### src/dqpc_pkg.sv
// Package of shared constants, types and count helpers for the dual quadrature counter.
package dqpc_pkg;

  // Width of the internal rotary and linear counters.
  localparam int COUNT_WIDTH = 16;
  // Width of the modulus register and of the position fields.
  localparam int MOD_WIDTH = 15;
  localparam int POS_WIDTH = 16;
  // Reset value of the modulus register.
  localparam logic [MOD_WIDTH-1:0] MODULUS_RESET = MOD_WIDTH'(2400);
  // Compare width that holds both a count and a negated modulus without overflow.
  localparam int FOLD_WIDTH = ((COUNT_WIDTH > POS_WIDTH) ? COUNT_WIDTH : POS_WIDTH) + 2;
  // Depth of the result buffer.
  localparam int BUF_DEPTH = 2;

  typedef logic signed [COUNT_WIDTH-1:0] count_t;
  typedef logic signed [POS_WIDTH-1:0] pos_t;

  typedef struct packed {
    pos_t rotary_position;
    pos_t linear_position;
  } dqpc_result_t;

  // One count step up or down, wrapping in the counter width.
  function automatic count_t count_step(input count_t c, input logic up);
    count_step = up ? count_t'(c + count_t'(1)) : count_t'(c - count_t'(1));
  endfunction

  // Folds the rotary count back once by the modulus when its magnitude reaches it.
  function automatic count_t fold_rotary(input count_t c, input logic [MOD_WIDTH-1:0] m);
    logic signed [FOLD_WIDTH-1:0] cw;
    logic signed [FOLD_WIDTH-1:0] mw;
    logic signed [FOLD_WIDTH-1:0] r;
    cw = FOLD_WIDTH'(c);
    mw = signed'(FOLD_WIDTH'(m));
    if (cw <= -mw) begin
      r = cw + mw;
    end else if (cw >= mw) begin
      r = cw - mw;
    end else begin
      r = cw;
    end
    fold_rotary = count_t'(r);
  endfunction

  // Low position bits of a count, sign extended when the counter is narrower.
  function automatic pos_t to_pos(input count_t c);
    logic signed [31:0] ext;
    ext = 32'(c);
    to_pos = ext[POS_WIDTH-1:0];
  endfunction

endpackage

### src/dqpc_ifs.sv
// Channel interfaces: encoder sample input, position result output and modulus write.
interface dqpc_sample_if;
  logic valid;
  logic ready;
  logic rot_a_level;
  logic rot_b_level;
  logic lin_a_level;
  logic lin_b_level;
  logic clear_rotary;

  modport source (output valid, rot_a_level, rot_b_level, lin_a_level, lin_b_level,
                  clear_rotary, input ready);
  modport sink (input valid, rot_a_level, rot_b_level, lin_a_level, lin_b_level,
                clear_rotary, output ready);
endinterface

interface dqpc_result_if;
  logic valid;
  logic ready;
  logic signed [15:0] rotary_position;
  logic signed [15:0] linear_position;

  modport source (output valid, rotary_position, linear_position, input ready);
  modport sink (input valid, rotary_position, linear_position, output ready);
endinterface

interface dqpc_cfg_if;
  logic valid;
  logic ready;
  logic [14:0] data;

  modport source (output valid, data, input ready);
  modport sink (input valid, data, output ready);
endinterface

### src/dual_quadrature_position_counter.sv
// A result is registered into the result buffer when its sample beat is accepted;
// one sample beat per cycle unless the buffer is full. Decode and count update are
// one pass of logic. A two-entry result buffer lets sampling go on while one result
// waits downstream. Reset (synchronous, active high) zeroes both counts and stored
// levels, empties the buffer and loads the counts-per-revolution modulus with 2400.
module dual_quadrature_position_counter
  import dqpc_pkg::*;
(
  input logic clk,
  input logic rst,
  dqpc_cfg_if.sink cfg,
  dqpc_sample_if.sink sample,
  dqpc_result_if.source result
);

  logic [MOD_WIDTH-1:0] rotary_modulus;
  logic rot_a_last, rot_b_last, lin_a_last, lin_b_last;
  count_t rotary_count, linear_count;
  count_t rotary_count_next, linear_count_next;

  dqpc_result_t slot [BUF_DEPTH];
  logic [1:0] fill;
  logic push, pop;
  dqpc_result_t new_result;

  // The modulus register takes every write beat.
  assign cfg.ready = 1'b1;

  always_ff @(posedge clk) begin
    if (rst) begin
      rotary_modulus <= MODULUS_RESET;
    end else if (cfg.valid) begin
      rotary_modulus <= cfg.data;
    end
  end

  // Edge decode: A is handled before B, each rotary edge folds once.
  always_comb begin
    count_t r;
    count_t l;
    r = rotary_count;
    l = linear_count;
    if (sample.rot_a_level != rot_a_last) begin
      r = fold_rotary(count_step(r, rot_b_last ^ rot_a_last), rotary_modulus);
    end
    if (sample.rot_b_level != rot_b_last) begin
      r = fold_rotary(count_step(r, sample.rot_b_level ^ sample.rot_a_level),
                      rotary_modulus);
    end
    if (sample.lin_a_level != lin_a_last) begin
      l = count_step(l, lin_b_last ^ lin_a_last);
    end
    if (sample.lin_b_level != lin_b_last) begin
      l = count_step(l, sample.lin_b_level ^ sample.lin_a_level);
    end
    if (sample.clear_rotary) begin
      r = '0;
    end
    rotary_count_next = r;
    linear_count_next = l;
  end

  assign push = sample.valid && sample.ready;
  assign pop = result.valid && result.ready;
  assign new_result.rotary_position = to_pos(rotary_count_next);
  assign new_result.linear_position = to_pos(linear_count_next);

  // Encoder state advances on every accepted sample beat.
  always_ff @(posedge clk) begin
    if (rst) begin
      rot_a_last <= 1'b0;
      rot_b_last <= 1'b0;
      lin_a_last <= 1'b0;
      lin_b_last <= 1'b0;
      rotary_count <= '0;
      linear_count <= '0;
    end else if (push) begin
      rot_a_last <= sample.rot_a_level;
      rot_b_last <= sample.rot_b_level;
      lin_a_last <= sample.lin_a_level;
      lin_b_last <= sample.lin_b_level;
      rotary_count <= rotary_count_next;
      linear_count <= linear_count_next;
    end
  end

  // Result buffer fill count.
  always_ff @(posedge clk) begin
    if (rst) begin
      fill <= '0;
    end else if (push && !pop) begin
      fill <= fill + 2'd1;
    end else if (pop && !push) begin
      fill <= fill - 2'd1;
    end
  end

  // Result buffer payload: slot 0 is the head.
  always_ff @(posedge clk) begin
    if (pop) begin
      slot[0] <= push ? new_result : slot[1];
    end else if (push && fill == 2'd0) begin
      slot[0] <= new_result;
    end
    if (push && !pop && fill == 2'd1) begin
      slot[1] <= new_result;
    end
  end

  assign sample.ready = (fill != 2'(BUF_DEPTH));
  assign result.valid = (fill != 2'd0);
  assign result.rotary_position = slot[0].rotary_position;
  assign result.linear_position = slot[0].linear_position;

`ifndef SYNTH
  // The buffer never holds more than its depth.
  a_fill_bound: assert property (@(posedge clk) disable iff (rst)
    fill <= 2'(BUF_DEPTH))
    else $error("result buffer overfilled");

  // A clear request leaves the rotary count at zero.
  a_clear: assert property (@(posedge clk) disable iff (rst)
    push && sample.clear_rotary |=> rotary_count == '0)
    else $error("rotary count not cleared");

  // Without linear edges the linear count holds.
  a_lin_hold: assert property (@(posedge clk) disable iff (rst)
    push && sample.lin_a_level == lin_a_last && sample.lin_b_level == lin_b_last
    |=> $stable(linear_count))
    else $error("linear count moved without an edge");

  // No sample beat, no change of encoder state.
  a_idle_hold: assert property (@(posedge clk) disable iff (rst)
    !push |=> $stable(rotary_count) && $stable(linear_count) && $stable(rot_a_last)
    && $stable(rot_b_last))
    else $error("encoder state changed without a sample beat");

  // A result is only offered when one was pushed or already held.
  a_valid_src: assert property (@(posedge clk) disable iff (rst)
    !result.valid && !push |=> !result.valid)
    else $error("result offered from nowhere");
`endif

endmodule
### src/flat_wrapper.sv
// flat-port wrapper written by rule: the top's interface ports become plain ports
module dual_quadrature_position_counter_flat import dqpc_pkg::*;
  (clk, rst, cfg_valid, cfg_data, cfg_ready, sample_valid, sample_rot_a_level, sample_rot_b_level, sample_lin_a_level, sample_lin_b_level, sample_clear_rotary, sample_ready, result_valid, result_rotary_position, result_linear_position, result_ready);
  dqpc_cfg_if cfg_i ();
  dqpc_sample_if sample_i ();
  dqpc_result_if result_i ();
  input logic clk;
  input logic rst;
  input wire logic [$bits(cfg_i.valid)-1:0] cfg_valid;
  input wire logic [$bits(cfg_i.data)-1:0] cfg_data;
  output wire logic [$bits(cfg_i.ready)-1:0] cfg_ready;
  input wire logic [$bits(sample_i.valid)-1:0] sample_valid;
  input wire logic [$bits(sample_i.rot_a_level)-1:0] sample_rot_a_level;
  input wire logic [$bits(sample_i.rot_b_level)-1:0] sample_rot_b_level;
  input wire logic [$bits(sample_i.lin_a_level)-1:0] sample_lin_a_level;
  input wire logic [$bits(sample_i.lin_b_level)-1:0] sample_lin_b_level;
  input wire logic [$bits(sample_i.clear_rotary)-1:0] sample_clear_rotary;
  output wire logic [$bits(sample_i.ready)-1:0] sample_ready;
  output wire logic [$bits(result_i.valid)-1:0] result_valid;
  output wire logic [$bits(result_i.rotary_position)-1:0] result_rotary_position;
  output wire logic [$bits(result_i.linear_position)-1:0] result_linear_position;
  input wire logic [$bits(result_i.ready)-1:0] result_ready;
  assign cfg_i.valid = cfg_valid;
  assign cfg_i.data = cfg_data;
  assign cfg_ready = cfg_i.ready;
  assign sample_i.valid = sample_valid;
  assign sample_i.rot_a_level = sample_rot_a_level;
  assign sample_i.rot_b_level = sample_rot_b_level;
  assign sample_i.lin_a_level = sample_lin_a_level;
  assign sample_i.lin_b_level = sample_lin_b_level;
  assign sample_i.clear_rotary = sample_clear_rotary;
  assign sample_ready = sample_i.ready;
  assign result_valid = result_i.valid;
  assign result_rotary_position = result_i.rotary_position;
  assign result_linear_position = result_i.linear_position;
  assign result_i.ready = result_ready;
  dual_quadrature_position_counter u_core (.clk(clk), .rst(rst), .cfg(cfg_i), .sample(sample_i), .result(result_i));
endmodule
### config.mk
export PLATFORM = sky130hd
export DESIGN_NAME = dual_quadrature_position_counter_flat
export DESIGN_NICKNAME = d
export VERILOG_FILES = /design/src/dqpc_pkg.sv /design/src/dqpc_ifs.sv /design/src/dual_quadrature_position_counter.sv /design/src/flat_wrapper.sv
export SDC_FILE = /design/constraint.sdc
export NUM_CORES = 1
export LEC_CHECK = 0
export ABC_CLOCK_PERIOD_IN_PS = 22900
export BUFFER_PORTS_ARGS = -buffer_cell sky130_fd_sc_hd__buf_2
export CAP_MARGIN = 5
export CORE_MARGIN = 3
export CORE_UTILIZATION = 42
export CTS_BUF_LIST = sky130_fd_sc_hd__clkbuf_16
export CTS_CLUSTER_SIZE = 12
export DETAILED_ROUTE_END_ITERATION = 7
export PLACE_DENSITY = 0.57
export RECOVER_POWER = 50
export SYNTH_ARGS = -nofsm -noshare
export SYNTH_HDL_FRONTEND = slang
export SYNTH_SLANG_ARGS = --single-unit
### constraint.sdc
create_clock -name clk -period 22.9 [get_ports clk]
set_input_delay 2.29 -clock clk [delete_from_list [all_inputs] [get_ports clk]]
set_output_delay 2.29 -clock clk [all_outputs]
set_load 0.03 [all_outputs]
==> results.py, run 1 <==
metrics = {
    "routing": {
        "vias": 10940,
        "antenna_left": 0,
        "viasPerCell": 5.788,
        "firstDrtPassIters": 5,
        "initialDrtViolationCount": 769,
        "drc_errors": 0,
        "avgRoutedWirePerCell_um": 20.49,
        "routed_wirelength_mm": 38.73,
    },
    "global_routing": {
        "grt_pass1_vias": 10630,
        "grt_max_degree": 46,
        "grt_util_all_layers": 0.2497,
        "antenna_found_initial": 0,
        "overflow": 0,
        "grt_pass1_wl_mm": 60.36,
    },
    "synthesis": {
        "synthAdderAreaFrac": 0.1603,
        "synthFlopType": "edfxtp_1",
        "netlist_area_um2": 12110,
        "async_flop_share": 0,
        "yosys.area_share.xor_xnor": 0.07789,
        "ys_warn_count": 0,
        "synth.net_count": 1680,
        "synth-compound-area-share": 0.2485,
        "synthCells": 1504,
        "synth_edf_count": 64,
        "synthMuxAreaShare": 0.02128,
        "yosys_register_bits": 117,
        "synth_top_family_by_area": "compound AO/OA/AOI/OAI gates",
        "avgSynthCellArea_um2": 8.053,
        "synth-simple-area-share": 0.1704,
        "synth_cell_types": 92,
        "yosysSeqAreaShare": 0.2463,
    },
    "die": {
        "core_um2": 28090,
        "chipWidth_um": 175.8,
        "ios": 60,
        "initial_core_util": 0.4312,
        "dieHeight_um": 175.8,
        "fp.dieArea_um2": 30910,
        "rows": 61,
    },
    "cells_and_area": {
        "finalNetCount": 1675,
        "fill_cells": 2873,
        "antenna_cells": 0,
        "syn2layout_area_growth_pct": 7.128,
        "drive_gt1_frac": 0.07011,
    },
    "sta": {
        "finalCritPeriodShare": 0.5028,
        "hold_viol_final": 0,
        "finalMaxSlewViolations": 192,
        "fin_setup_tns_ns": 0,
        "worstMarginPinSlew_ns": 5.043,
        "rsz0062_at_grt": "false",
        "fin_worst_skew_ns": 0.01672,
        "min_period_ns": 11.51,
        "fmax_ghz": 0.08686,
        "setup_viol": 0,
        "slew_headroom": -2.397,
    },
    "worst_setup_path": {
        "path_class": "reg2reg",
        "worst_ep_arrival_time_ns": 11.80,
        "end_kind": "register",
        "crit_top_cell": "a21oi_1",
        "worst-endpoint-required_ns": 23.18,
        "cp-start-kind": "register",
        "crit_fanout": 16,
        "cp_slowest_cell": "nor2_1",
        "slowest_delay_ns": 0.75,
    },
    "run_status": {
        "run_status": "finished, violations left",
        "violations": "capacitance limit, slew limit",
    },
    "placement": {
        "dp_hpwl_mm": 30.40,
        "io_buffers": 58,
        "gp_congestion": 0.9591,
    },
    "cts": {
        "clkTransAtPathRegs_ns": 0.07,
        "cts_hold_buf": 0,
        "ctsResizeCount": 0,
        "cts_sinks": 117,
        "postCtsSetupBuffers": 0,
        "clockBufferDepth": 2,
        "numCtsBuffers": 17,
        "cts_root_buf": "clkbuf_16",
        "cts_tree": "done",
        "clock_latency_ns": 0.43,
        "htree_levels": 4,
    },
    "worst_hold_path": {
        "min_path_type": "reg2reg",
    },
    "job": {
        "cap_violations": 5,
    },
}
layout by cell type (no fill, tap or decap), drive strengths merged, types with 14 or more instances in the layout:
cell    netlist  routed
a21oi       163     163
ha          144     144
nor2        135     135
nand2       131     131
inv         104     111
o21ai       100     100
xnor2        72      72
edfxtp       64      64
clkbuf       53      59
dfxtp        53      53
nor3         36      36
nand3        34      34
buf          45      32
xor2         30      30
a21o         30      30
o21bai       28      28
mux2i        19      19
a31oi        17      17
nand4        16      16
o21a         15      15
nor2b        14      14
o211ai       14      14
flip-flops by register name, summed over array words and instances (netlist names):
signal and cells:
u_core.slot 64, u_core.rot_a_last 1, u_core.fill 2, u_core.rot_b_last 1, u_core.rotary_count 16, u_core.linear_count 16, u_core.lin_a_last 1, u_core.lin_b_last 1
u_core.rotary_modulus 15
metal layers:
metal  track usage  share of wire  vias to the layer above
li1              -              -                     5370
met1        0.3243           0.44                     5200
met2        0.4282           0.48                      306
met3       0.02724          0.043                       63
met4       0.09172          0.033                        0
met5             0              0                        -
cells in the mapped netlist (all sizes together), types with 15 or more instances:
cell	n	area, µm²
dfxtp	53	1061
a21o	30	225.2
mux2i	19	190.2
nor3	36	185.2
buf	45	319.0
o21bai	28	210.2
nand4	16	100.1
xor2	30	262.8
a21oi	163	819.5
ha	144	1802
edfxtp	64	1922
clkbuf	53	200.2
xnor2	72	656.9
inv	104	390.4
nand2	131	491.7
a31oi	17	106.4
nand3	34	175.2
o21a	15	113.9
o21ai	100	504.2
nor2	135	514.2
layout make-up:
class,count,area (µm²),area share
repair buffers,74,345.3,0.02662
well taps,378,473.0,0.03645
clock buffers,17,425.4,0.03279
multi-input cells,1185,8235,0.6347
clock inverters,15,122.6,0.009450
flip-flops and latches,117,2983,0.2299
inverters,104,390.4,0.03009
through the flow:
stage | worst slack [ns] | cells | hold slack, ns | util | cell area (µm²)
3_3_place_gp | 11.96 | 1858 | 0.4976 | 0.4454 | 12510
3_5_place_dp | 11.68 | 1858 | 0.5057 | 0.4454 | 12510
2_1_floorplan | 13.64 | 1504 | 0.4734 | - | 12110
6_report | 11.39 | 1890 | 0.4927 | 0.4620 | 12970
5_1_grt | 10.47 | 1890 | 0.5264 | 0.4620 | 12970
4_1_cts | 11.60 | 1890 | 0.5133 | 0.4649 | 13060
final timing paths:
kind                                   startpoint                  to  slack, ns  cells after the start
worst min register to register  u_core.lin_b_last   u_core.lin_b_last       0.49                      2
worst min-delay path            u_core.lin_b_last   u_core.lin_b_last       0.49                      2
worst max register to register  u_core.rot_a_last  u_core.slot[0][48]      11.39                     46
worst max-delay path            u_core.rot_a_last  u_core.slot[0][48]      11.39                     46
kinds of logic after synthesis:
family                   Yosys count
XOR/XNOR                         103
other                              1
multiplexers                      25
buffers and inverters            202
flip-flops                       117
AND/OR/NAND/NOR                  440
adder cells (fa/ha/maj)          151
AO/OA/AOI/OAI                    465
critical path, delay by kind of cell, from the launching register on:
kind	cells	cell delay (ns)
AO/OA/AOI/OAI	25	5.25
AND/OR/NAND/NOR	8	1.60
buffers and inverters	2	0.36
adder cells (fa/ha/maj)	4	1.26
multiplexers	3	0.81
XOR/XNOR	4	1.67
flip-flops	1	0.38
Power of run 1 is left out: the tool's default activity adds up to more than one toggle a clock period on the data nets, which glitch-free logic cannot reach.
==> inputs of run 2 (changes only) <==
--- a/config.mk
+++ b/config.mk
@@ -5,7 +5,7 @@
 export SDC_FILE = /design/constraint.sdc
 export NUM_CORES = 1
 export LEC_CHECK = 0
-export ABC_CLOCK_PERIOD_IN_PS = 22900
+export ABC_CLOCK_PERIOD_IN_PS = 9400
 export BUFFER_PORTS_ARGS = -buffer_cell sky130_fd_sc_hd__buf_2
 export CAP_MARGIN = 5
 export CORE_MARGIN = 3
@@ -13,7 +13,7 @@
 export CTS_BUF_LIST = sky130_fd_sc_hd__clkbuf_16
 export CTS_CLUSTER_SIZE = 12
 export DETAILED_ROUTE_END_ITERATION = 7
-export PLACE_DENSITY = 0.57
+export PLACE_DENSITY = 0.59
 export RECOVER_POWER = 50
 export SYNTH_ARGS = -nofsm -noshare
 export SYNTH_HDL_FRONTEND = slang
==> constraint.sdc (replaced) <==
create_clock -name clk -period 9.4 [get_ports clk]
set_input_delay 0.94 -clock clk [delete_from_list [all_inputs] [get_ports clk]]
set_output_delay 0.94 -clock clk [all_outputs]
set_load 0.03 [all_outputs]
==> results.py, run 2 (synthesis gave the netlist of run 1 again) <==
metrics = {
    "sta": {
        "worstMarginPinSlew_ns": 5.058,
        "fin_setup_tns_ns": 0,
        "finalMaxSlewViolations": 66,
        "fin_worst_skew_ns": 0.01787,
        "min_period_ns": 9.077,
        "hold_viol_final": 0,
        "slew_headroom": -2.408,
        "finalCritPeriodShare": 0.9657,
        "setup_viol": 0,
        "fmax_ghz": 0.1102,
    },
    "routing": {
        "viasPerCell": 5.758,
        "initialDrtViolationCount": 871,
        "avgRoutedWirePerCell_um": 20.94,
        "vias": 11670,
        "antenna_left": 0,
        "drc_errors": 0,
        "firstDrtPassIters": 5,
        "routed_wirelength_mm": 42.44,
    },
    "cts": {
        "clkTransAtPathRegs_ns": 0.07,
        "cts_tree": "done",
        "numCtsBuffers": 17,
        "cts_root_buf": "clkbuf_16",
        "cts_hold_buf": 0,
        "cts_sinks": 117,
        "clockBufferDepth": 2,
        "clock_latency_ns": 0.43,
        "htree_levels": 4,
    },
    "run_status": {
        "violations": "capacitance limit, slew limit",
        "run_status": "finished, violations left",
    },
    "worst_setup_path": {
        "endpoint": "u_core.slot[0][20]",
        "cp-startpoint": "u_core.rot_b_last",
        "reg2reg_from": "u_core.rot_b_last",
        "path_class": "reg2reg",
        "crit_fanout": 5,
        "crit_top_cell": "a21oi_1",
        "slowest_delay_ns": 0.37,
        "r2r_end": "u_core.slot[0][20]",
        "reg2regPathDepth": 44,
        "worst-endpoint-required_ns": 9.57,
        "worst_ep_arrival_time_ns": 9.25,
        "r2r_setup_slack_ns": 0.32,
        "cp_slowest_cell": "o211ai_1",
        "cp-start-kind": "register",
        "end_kind": "register",
    },
    "global_routing": {
        "grt_pass1_vias": 11280,
        "grt_pass1_wl_mm": 64.96,
        "grt_util_all_layers": 0.2718,
        "grt_max_degree": 46,
        "overflow": 0,
        "antenna_found_initial": 0,
    },
    "placement": {
        "dp_hpwl_mm": 33.52,
        "gp_congestion": 0.9884,
        "placed_cells": 1986,
        "io_buffers": 58,
        "placedInstanceArea_um2": 13470,
    },
    "die": {
        "ios": 60,
        "core_um2": 28090,
        "chipWidth_um": 175.8,
        "initial_core_util": 0.4312,
        "dieHeight_um": 175.8,
        "rows": 61,
        "fp.dieArea_um2": 30910,
    },
    "cells_and_area": {
        "final_cell_mix": "a21oi_1 (155), buf_4 (148), ha_1 (140)",
        "final_common_cell": "a21oi_1",
        "finalNetCount": 1812,
        "largest-register": "u_core.slot",
        "fill_cells": 2814,
        "top_regs": "u_core.slot (64), u_core.linear_count (16), u_core.rotary_count (16)",
        "drive_gt1_frac": 0.1844,
        "largest_register_ffs": 64,
        "syn2layout_area_growth_pct": 19.15,
        "utilization": 0.5138,
        "design_area_um2": 14430,
        "fin_cells": 2027,
        "antenna_cells": 0,
    },
    "job": {
        "cap_violations": 2,
    },
    "worst_hold_path": {
        "min_path_cells": 2,
        "hp-start": "u_core.slot[0][62]",
        "min_path_type": "reg2reg",
    },
}
-- run 2: how the worst min path moves through the flow --
| stage | to | slack, ns |
|---|---|---|
| 3_5_place_dp | u_core.slot[0][30] | 0.51 |
| 3_3_place_gp | u_core.slot[0][30] | 0.49 |
| 6_report | u_core.slot[0][30] | 0.52 |
| 2_1_floorplan | u_core.lin_b_last | 0.47 |
| 5_1_grt | u_core.slot[0][30] | 0.53 |
| 4_1_cts | u_core.slot[0][30] | 0.52 |
-- run 2: final cells by class --
cell class                 instances  area (µm²)  share of cell area
clock buffer                      18       450.4             0.03121
clock inverter                    14       138.9            0.009624
inverter                         104       390.4             0.02705
multi-input combinational       1185        8601              0.5960
sequential                       117        2987              0.2070
tap                              378       473.0             0.03277
timing repair buffer             211        1391             0.09641
-- run 2: stage by stage --
step	worst slack (ns)	hold slack [ns]
finish	0.3227	0.5159
global route	-0.09052	0.5318
CTS	0.01345	0.5239
detailed placement	-0.3243	0.5076
global placement	-0.4392	0.4927
floorplan	0.1406	0.4734
-- run 2: timing repair --
item                                   4_1_cts  5_1_grt
pin swaps                                    3       24
cloned                                       0        1
resized for setup                            8       71
setup endpoints to repair                   45       48
endpoints found under the hold margin        0        0
setup buffers                                2        6
-- run 2: worst max-delay path, delay by kind of cell (launching register included) --
family                   cells  cell delay, ns
AO/OA/AOI/OAI               23            4.29
XOR/XNOR                     4            0.85
adder cells (fa/ha/maj)      4            1.11
buffers and inverters        3            0.45
flip-flops                   1            0.33
multiplexers                 2            0.56
AND/OR/NAND/NOR              8            1.25
-- run 2: routing by layer --
layer  vias up  wire [µm]  GRT usage
met5         -          0          0
met4         0       1539    0.09205
met3        87       2264    0.03761
met2       360      20000     0.4578
met1      5577      18640     0.3582
li1       5648          -          -
Power of run 2 is left out for the same reason.
==> inputs of run 3 (changes only) <==
==> constraint.sdc (replaced) <==
create_clock -name clk -period 9.4 [get_ports clk]
set_input_delay 1.88 -clock clk [delete_from_list [all_inputs] [get_ports clk]]
set_output_delay 1.88 -clock clk [all_outputs]
set_load 0.03 [all_outputs]
==> results.py, run 3 (synthesis gave the netlist of run 1 again) <==
metrics = {
    "global_routing": {
        "grt_util_all_layers": 0.2665,
        "antenna_found_initial": 0,
        "grt_max_degree": 57,
        "grt_pass1_wl_mm": 63.74,
        "grt_pass1_vias": 10880,
        "overflow": 0,
    },
    "routing": {
        "antenna_left": 0,
        "drc_errors": 0,
        "avgRoutedWirePerCell_um": 20.98,
        "initialDrtViolationCount": 1018,
        "firstDrtPassIters": 5,
        "vias": 11560,
        "routed_wirelength_mm": 42.16,
        "viasPerCell": 5.754,
    },
    "sta": {
        "finalMaxSlewViolations": 123,
        "worstMarginPinSlew_ns": 4.964,
        "hold_viol_final": 0,
        "setup_viol": 0,
        "fin_worst_skew_ns": 0.01247,
        "fin_setup_tns_ns": 0,
        "slew_headroom": -2.344,
        "finalCritPeriodShare": 0.9576,
        "fmax_ghz": 0.1111,
        "min_period_ns": 9.002,
    },
    "cts": {
        "cts_hold_buf": 0,
        "cts_root_buf": "clkbuf_16",
        "cts_sinks": 117,
        "cts_tree": "done",
        "numCtsBuffers": 17,
        "clockBufferDepth": 2,
        "clkTransAtPathRegs_ns": 0.07,
        "htree_levels": 4,
        "clock_latency_ns": 0.43,
    },
    "die": {
        "initial_core_util": 0.4312,
        "core_um2": 28090,
        "ios": 60,
        "chipWidth_um": 175.8,
        "dieHeight_um": 175.8,
        "rows": 61,
        "fp.dieArea_um2": 30910,
    },
    "cells_and_area": {
        "antenna_cells": 0,
        "largest-register": "u_core.slot",
        "final_common_cell": "a21oi_1",
        "top_regs": "u_core.slot (64), u_core.linear_count (16), u_core.rotary_count (16)",
        "largest_register_ffs": 64,
        "fill_cells": 2854,
        "fin_cells": 2009,
        "syn2layout_area_growth_pct": 17.39,
        "drive_gt1_frac": 0.1637,
        "finalNetCount": 1794,
        "final_cell_mix": "a21oi_1 (159), ha_1 (142), nor2_1 (132), buf_4 (132), nand2_1 (130)",
    },
    "run_status": {
        "violations": "capacitance limit, slew limit",
        "run_status": "finished, violations left",
    },
    "worst_setup_path": {
        "cp_slowest_cell": "or3_1",
        "cp-startpoint": "u_core.rot_b_last",
        "cp_num_buf_inv": 6,
        "path_class": "reg2reg",
        "end_kind": "register",
        "cp-start-kind": "register",
        "reg2regPathDepth": 45,
        "r2r_setup_slack_ns": 0.40,
        "slowest_delay_ns": 0.41,
        "r2r_end": "u_core.slot[0][31]",
        "reg2reg_from": "u_core.rot_b_last",
        "crit_fanout": 9,
        "worst_ep_arrival_time_ns": 9.18,
        "crit_top_cell": "buf_4",
        "path_delay_family": "compound AO/OA/AOI/OAI gates",
        "worst-endpoint-required_ns": 9.58,
    },
    "placement": {
        "dp_hpwl_mm": 33.32,
        "placed_cells": 1974,
        "io_buffers": 58,
        "gp_congestion": 0.9788,
    },
    "worst_hold_path": {
        "min_to": "u_core.slot[0][21]",
        "min_path_type": "reg2reg",
        "hp-start": "u_core.slot[0][53]",
        "min_path_cells": 2,
    },
    "job": {
        "cap_violations": 3,
    },
}
run 3: cell types whose count changed in the layout (fill, tap and decap cells not counted), sizes merged:
| cell | previous run | this run |
|---|---|---|
| buf | 172 | 153 |
| clkbuf | 56 | 58 |
| bufinv | 1 | 2 |
| clkdlybuf4s15 | 1 | 0 |
| clkinv | 4 | 3 |
run 3: cell type report:
cell class | instances | area, µm² | area share
Clock inverter | 14 | 178.9 | 0.01258
Inverter | 104 | 390.4 | 0.02746
Multi-Input combinational cell | 1185 | 8494 | 0.5975
Clock buffer | 18 | 450.4 | 0.03168
Tap cell | 378 | 473.0 | 0.03327
Sequential cell | 117 | 2984 | 0.2099
Timing Repair Buffer | 193 | 1246 | 0.08765
run 3: worst max path at each step:
stage	to	slack (ns)	cells past startpoint
6_report	u_core.slot[0][31]	0.40	45
5_1_grt	u_core.rotary_count[15]	-0.08	47
4_1_cts	u_core.rotary_count[15]	0.04	42
3_5_place_dp	u_core.rotary_count[15]	-0.13	47
3_3_place_gp	u_core.slot[0][31]	-0.04	42
2_1_floorplan	u_core.slot[0][16]	0.14	48
run 3: metal layers:
| layer | track usage | up-vias | routed length (µm) |
|---|---|---|---|
| li1 | - | 5603 | - |
| met5 | 0 | - | 0 |
| met2 | 0.4553 | 355 | 20290 |
| met3 | 0.03221 | 69 | 2107 |
| met1 | 0.3496 | 5533 | 18410 |
| met4 | 0.08842 | 0 | 1343 |
run 3: repair_timing:
item | 4_1_cts | 5_1_grt
setup endpoints to repair | 5 | 48
resized for setup | 8 | 48
buffers inserted | 0 | 3
pin swaps | 0 | 9
endpoints found under the hold margin | 0 | 0
run 3: per-stage QoR:
| stage | hold WS [ns] | setup slack, ns | util | cell area [µm²] |
|---|---|---|---|---|
| final | 0.5175 | 0.3984 | 0.5062 | 14220 |
| after global routing | 0.5442 | -0.07905 | 0.5062 | 14220 |
| after CTS | 0.5195 | 0.04255 | 0.5002 | 14050 |
| after detailed placement | 0.5017 | -0.1303 | 0.4763 | 13380 |
| after global placement | 0.4968 | -0.04230 | 0.4763 | 13380 |
| after floorplan | 0.4734 | 0.1406 | - | 12110 |
run 3: worst register-to-register path, delay by kind of cell (launching register included):
family,cells,cell delay [ns]
flops,1,0.33
buf+inv,6,0.77
mux,2,0.58
compound gates,20,3.67
xor+xnor,4,0.72
simple gates,9,1.53
fa+ha+maj,4,1.16
Power of run 3 is left out for the same reason.
